## src/spq_pkg.sv

```systemverilog
// Shared constants, codes and types for the sorted priority queue.
`default_nettype none

package spq_pkg;

	localparam int CAPACITY      = 128;
	localparam int DATA_BITS     = 32;
	localparam int PRIORITY_BITS = 16;
	localparam int COUNT_BITS    = $clog2(CAPACITY + 1);

	// Request operation codes
	localparam logic OP_ENQ = 1'b0;
	localparam logic OP_DEQ = 1'b1;

	// Result status codes
	localparam logic [1:0] ST_OK        = 2'd0;
	localparam logic [1:0] ST_OVERFLOW  = 2'd1;
	localparam logic [1:0] ST_UNDERFLOW = 2'd2;

	typedef struct packed {
		logic signed [DATA_BITS-1:0]     data;
		logic signed [PRIORITY_BITS-1:0] prio;
	} entry_t;

	// Command broadcast to every cell of the row
	typedef struct packed {
		logic   enq;
		logic   deq;
		entry_t entry;
	} cmd_t;

endpackage

`default_nettype wire

```

## src/spq_cell.sv

```systemverilog
// One slot of the sorted row: holds an entry and shifts or inserts per command.
`default_nettype none

module spq_cell (
	input  wire logic           clk,
	input  wire spq_pkg::cmd_t  cmd,
	input  wire logic           occupied,
	input  wire logic           prev_behind,
	input  wire spq_pkg::entry_t left_entry,
	input  wire spq_pkg::entry_t right_entry,
	output logic                behind,
	output spq_pkg::entry_t     entry
);

	spq_pkg::entry_t entry_q;

	// New entry goes behind this one when stored priority is equal or higher
	assign behind = occupied && ($signed(entry_q.prio) >= $signed(cmd.entry.prio));
	assign entry  = entry_q;

	// Keep, take the new entry, shift right on insert, shift left on removal
	always_ff @(posedge clk) begin
		if (cmd.enq) begin
			if (!prev_behind) begin
				entry_q <= left_entry;
			end else if (!behind) begin
				entry_q <= cmd.entry;
			end
		end else if (cmd.deq) begin
			entry_q <= right_entry;
		end
	end

endmodule

`default_nettype wire

```

## config.mk

```make
export PLATFORM = sky130hd
export DESIGN_NAME = spq_cell
export DESIGN_NICKNAME = d
export VERILOG_FILES = /design/src/spq_pkg.sv /design/src/spq_cell.sv
export SDC_FILE = /design/constraint.sdc
export NUM_CORES = 1
export LEC_CHECK = 0
export BUFFER_PORTS_ARGS = -buffer_cell sky130_fd_sc_hd__buf_4
export CORE_MARGIN = 10
export CORE_UTILIZATION = 38
export CTS_CLUSTER_DIAMETER = 40
export CTS_CLUSTER_SIZE = 20
export DETAILED_ROUTE_END_ITERATION = 8
export PLACE_DENSITY = 0.81
export SKIP_CTS_REPAIR_TIMING = 1
export SYNTH_ARGS = -nofsm -noshare
export SYNTH_HDL_FRONTEND = slang
export SYNTH_SLANG_ARGS = --single-unit
export TNS_END_PERCENT = 30
```

## constraint.sdc

```tcl
create_clock -name clk -period 4.1 [get_ports clk]
set_input_delay 0.205 -clock clk [delete_from_list [all_inputs] [get_ports clk]]
set_output_delay 0.205 -clock clk [all_outputs]
set_load 0.01 [all_outputs]
```

### Word-level counts from Yosys, hierarchy flattened

Cells that the tools add are included.
Widths: inputs -> output; s select.

| cells by class | value |
|---|---|
| reductions and logical operators | 3 |
| $lt $le $gt $ge | 1 |
| mux-type cells | 4 |
| equality and inequality tests | 1 |

Operators by type and width:

| cell | count |
|---|---|
| $mux 48 | 4 |
| $ge 16x16->1 | 1 |
| $ne 3x3->1 const B | 1 |
| $reduce_and 2->1 | 1 |
| $reduce_bool 2->1 | 1 |
| $logic_and 1x1->1 | 1 |

| word-level totals | value |
|---|---|
| register bits | 48 |
| output and inout bits | 49 |
| logic and storage cells | 11 |

### Longest topological paths before layout

| depth | value |
|---|---|
| depth in word-level cells | 5 |
| gate-level depth with buffers | 7 |
| mapped depth without buffers | 7 |

### Least setup slack after synthesis

No wires, ideal clock.

| timing path | value |
|---|---|
| kind | flip-flop to flip-flop |
| start point | reg entry_q, in the netlist entry[13] |
| end point | reg entry_q, in the netlist entry[0] (enable) |
| buffers on the path | 0 |
| path slack | -0.351 ns |
| data arrival time | 3.976 ns |
| library setup time | 0.475 ns |
| cell stages (with the launch flop) | 7 |
| cell sequence | edfxtp_1 > ha_1 > a21o_1 > a31oi_1 > o21ai_0 > a211oi_2 > mux2i_1 |

| between the ends | value |
|---|---|
| cells in the longest elaborated chain, start to end | 4 |

RTL lines:

| item | RTL line | source |
|---|---|---|
| start: declaration | spq_cell.sv:15 | `spq_pkg::entry_t entry_q;` |
| start signal: assignment | spq_cell.sv:25 | `entry_q <= left_entry;` |
| start signal: assignment | spq_cell.sv:27 | `entry_q <= cmd.entry;` |
| start signal: assignment | spq_cell.sv:30 | `entry_q <= right_entry;` |
| $ge 16x16->1 | spq_cell.sv:18 | `assign behind = occupied && ($signed(entry_q.prio) >= $signed(cmd.entry.prio));` |
| $logic_and 1x1->1 | spq_cell.sv:18 |  |
| $ne 3x3->1 (no line) | - |  |
| $reduce_and 2->1 (no line) | - |  |

Every way passes these cells.
A chain may end at the register's enable or synchronous reset.

### Final worst setup path

| timing path | value |
|---|---|
| start point | reg entry_q, in the netlist entry[13] |
| end point | reg entry_q, in the netlist entry[12] (enable) |

The elaborated chain is that of the path after synthesis.

==> results.cfg <==
[timing]
finalSetupViolations = 0
slew_headroom = 0.3916
min_period_ps = 2910
final.period_utilization = 0.7098
rsz0062_at_grt = false
worst_pin_slew_ps = 893.5
hold_viol = 0
fmax_mhz = 343.6
setup_tns_ps = 0
drv_slew = 0
skew_ps = 5.141

[finish]
final_area_sq_um = 4552
areaGrowthSynthToFinish_pct = 56.34
instances_no_fill = 560
largest_register_ffs = 48
drive_gt1_frac = 0.4555
fill_cells = 650
nets = 626
final_common_cell = buf_4
num_antenna_cells = 0
layout_common_cells = buf_4, a21oi_1, mux2i_1, nor2_1, edfxtp_1

[synth]
synth_ff_type = edfxtp_1
synth_fp_nets = 438
synth-seq-cells = 48
avgSynthCellArea_sq_um = 10.66
ys_types = 24
ys_seq_area_frac = 0.4951
synthCells = 273
synth_edf_count = 48
syn_area_sq_um = 2912
synthArstFlopShare = 0
synth_warnings = 0

[power_and_ir_drop]
intPower_mw = 1.002
leakagePower_nw = 2.193
power.share.sequential = 0.471
ir_drop_v = 0.0001800
comb_power_share = 0.342
power_switching_mw = 0.3952
clockPowerShare = 0.188
switching_share = 0.2829
cellPowerDensity_nw_per_um2 = 306.9

[detailed_routing]
ant_nets = 0
dr_wl_met3_microns = 870
wl_met1_microns = 3429
vias_per_cell = 4.811
first_pass_iters = 4
wl_per_cell_microns = 16.65
vias = 2694
wl_microns = 9326
top_layer_used = met4
route.met2.wl_microns = 4945
first_iter_violations = 97
drc = 0

[setup_path]
cp.arrival_ps = 2910
crit_fanout = 26
crit_type = reg -> reg
start_kind = flip-flop
worstPathRequired_ps = 4100
crit_path_end_kind = flip-flop

[run_status]
outcome = finished clean

[floorplanning]
std_cell_rows = 31
core_sq_um = 7370
start_util = 0.3951
dieArea_sq_um = 11560
fp.dieH_microns = 107.5
io_pins = 198
die_w_microns = 107.5

[run]
maxCapViolCount = 0

[clocking]
cts.root.buffer_cell = clkbuf_8
clk_transition_reported_paths_ps = 80
cts_tree = built
htree_levels = 2
clk_latency_ps = 290
cts-buffers-inserted = 5
cts_num_sinks = 48
cts_max_path_buffers = 2

[placement]
dp_hpwl_microns = 7789
portBuffers = 197
placed_area_sq_um = 4474
place_inst = 553
routabilityCongestion = 0.7850

[global_routing]
grt_pass1_vias = 2969
grt_max_degree = 100
grt_pass1_wl_microns = 13860
grt_antenna_before_repair = 0
overflow = 0
track_usage = 0.1501

[hold_path]
hold_class = in -> reg
layer usage:
layer	track usage	vias up
met4	0.03435	0
met1	0.1472	1208
met2	0.2806	107
li1	-	1373
met5	0	-
met3	0.06766	6
cell type report:
class | count | area (sq um) | area share
timing repair buffer | 198 | 1499 | 0.3293
sequential | 48 | 1441 | 0.3167
multi-input combinational | 192 | 1350 | 0.2966
tap | 99 | 123.9 | 0.02721
clock buffer | 6 | 72.57 | 0.01594
inverter | 16 | 60.06 | 0.01319
clock inverter | 1 | 5.005 | 0.001100
power groups by stage:
stage          clock network [mW]  logic (mW)  registers, mW
4_1_cts                     0.273       0.488          0.659
5_1_grt                     0.292       0.521          0.666
2_1_floorplan                   0       0.174          0.706
3_5_place_dp                    0       0.487          0.669
6_report                    0.262       0.477          0.658
3_3_place_gp                    0       0.477          0.665
per-stage QoR:
step	util	power, mW	setup WS [ps]	hold WS, ps
final	0.6177	1.397	1190	230.0
after global routing	0.6177	1.480	1003	224.0
after CTS	0.6177	1.420	1143	219.2
after detailed placement	0.6071	1.156	1161	530.4
after global placement	0.6071	1.142	1222	526.6
after floorplan	-	0.8796	541.1	430.6
critical path: stages (launching register included):
cell	delay, ps
edfxtp_1	400
ha_1	340
a21o_1	190
a31oi_1	140
o21ai_0	120
a211oi_2	320
mux2i_4	830
buf_12	270
cells in the mapped netlist, types with 2 or more instances:
cell / count / share of area
clkbuf_1: 8 / 0.010
a21oi_1: 53 / 0.091
nor2_1: 49 / 0.063
o21ai_0: 3 / 0.0052
buf_1: 2 / 0.0026
edfxtp_1: 48 / 0.50
mux2i_1: 50 / 0.17
nand4_1: 4 / 0.0086
inv_1: 16 / 0.021
nand2_1: 5 / 0.0064
buf_2: 7 / 0.012
ha_1: 16 / 0.069
final timing paths:
| check | startpoint | end | slack [ps] | depth (start not counted) |
|---|---|---|---|---|
| worst min-delay path | right_entry[10] | entry[10]$_DFFE_PP_ | 230 | 3 |
| worst min register to register | entry[15]$_DFFE_PP_ | entry[4]$_DFFE_PP_ | 1300 | 5 |
| worst max-delay path | entry[13]$_DFFE_PP_ | entry[12]$_DFFE_PP_ | 1190 | 7 |
| worst max register to register | entry[13]$_DFFE_PP_ | entry[12]$_DFFE_PP_ | 1190 | 7 |
cells by family after synthesis:
kind of cell             Yosys count  synth area share
buffers and inverters             33           0.04555
multiplexers                      50            0.1719
adder cells (fa/ha/maj)           16           0.06876
AND/OR/NAND/NOR                   63           0.09412
AO/OA/AOI/OAI                     63            0.1246
flip-flops                        48            0.4951
Note: power is estimated with default switching activity, not from simulation.
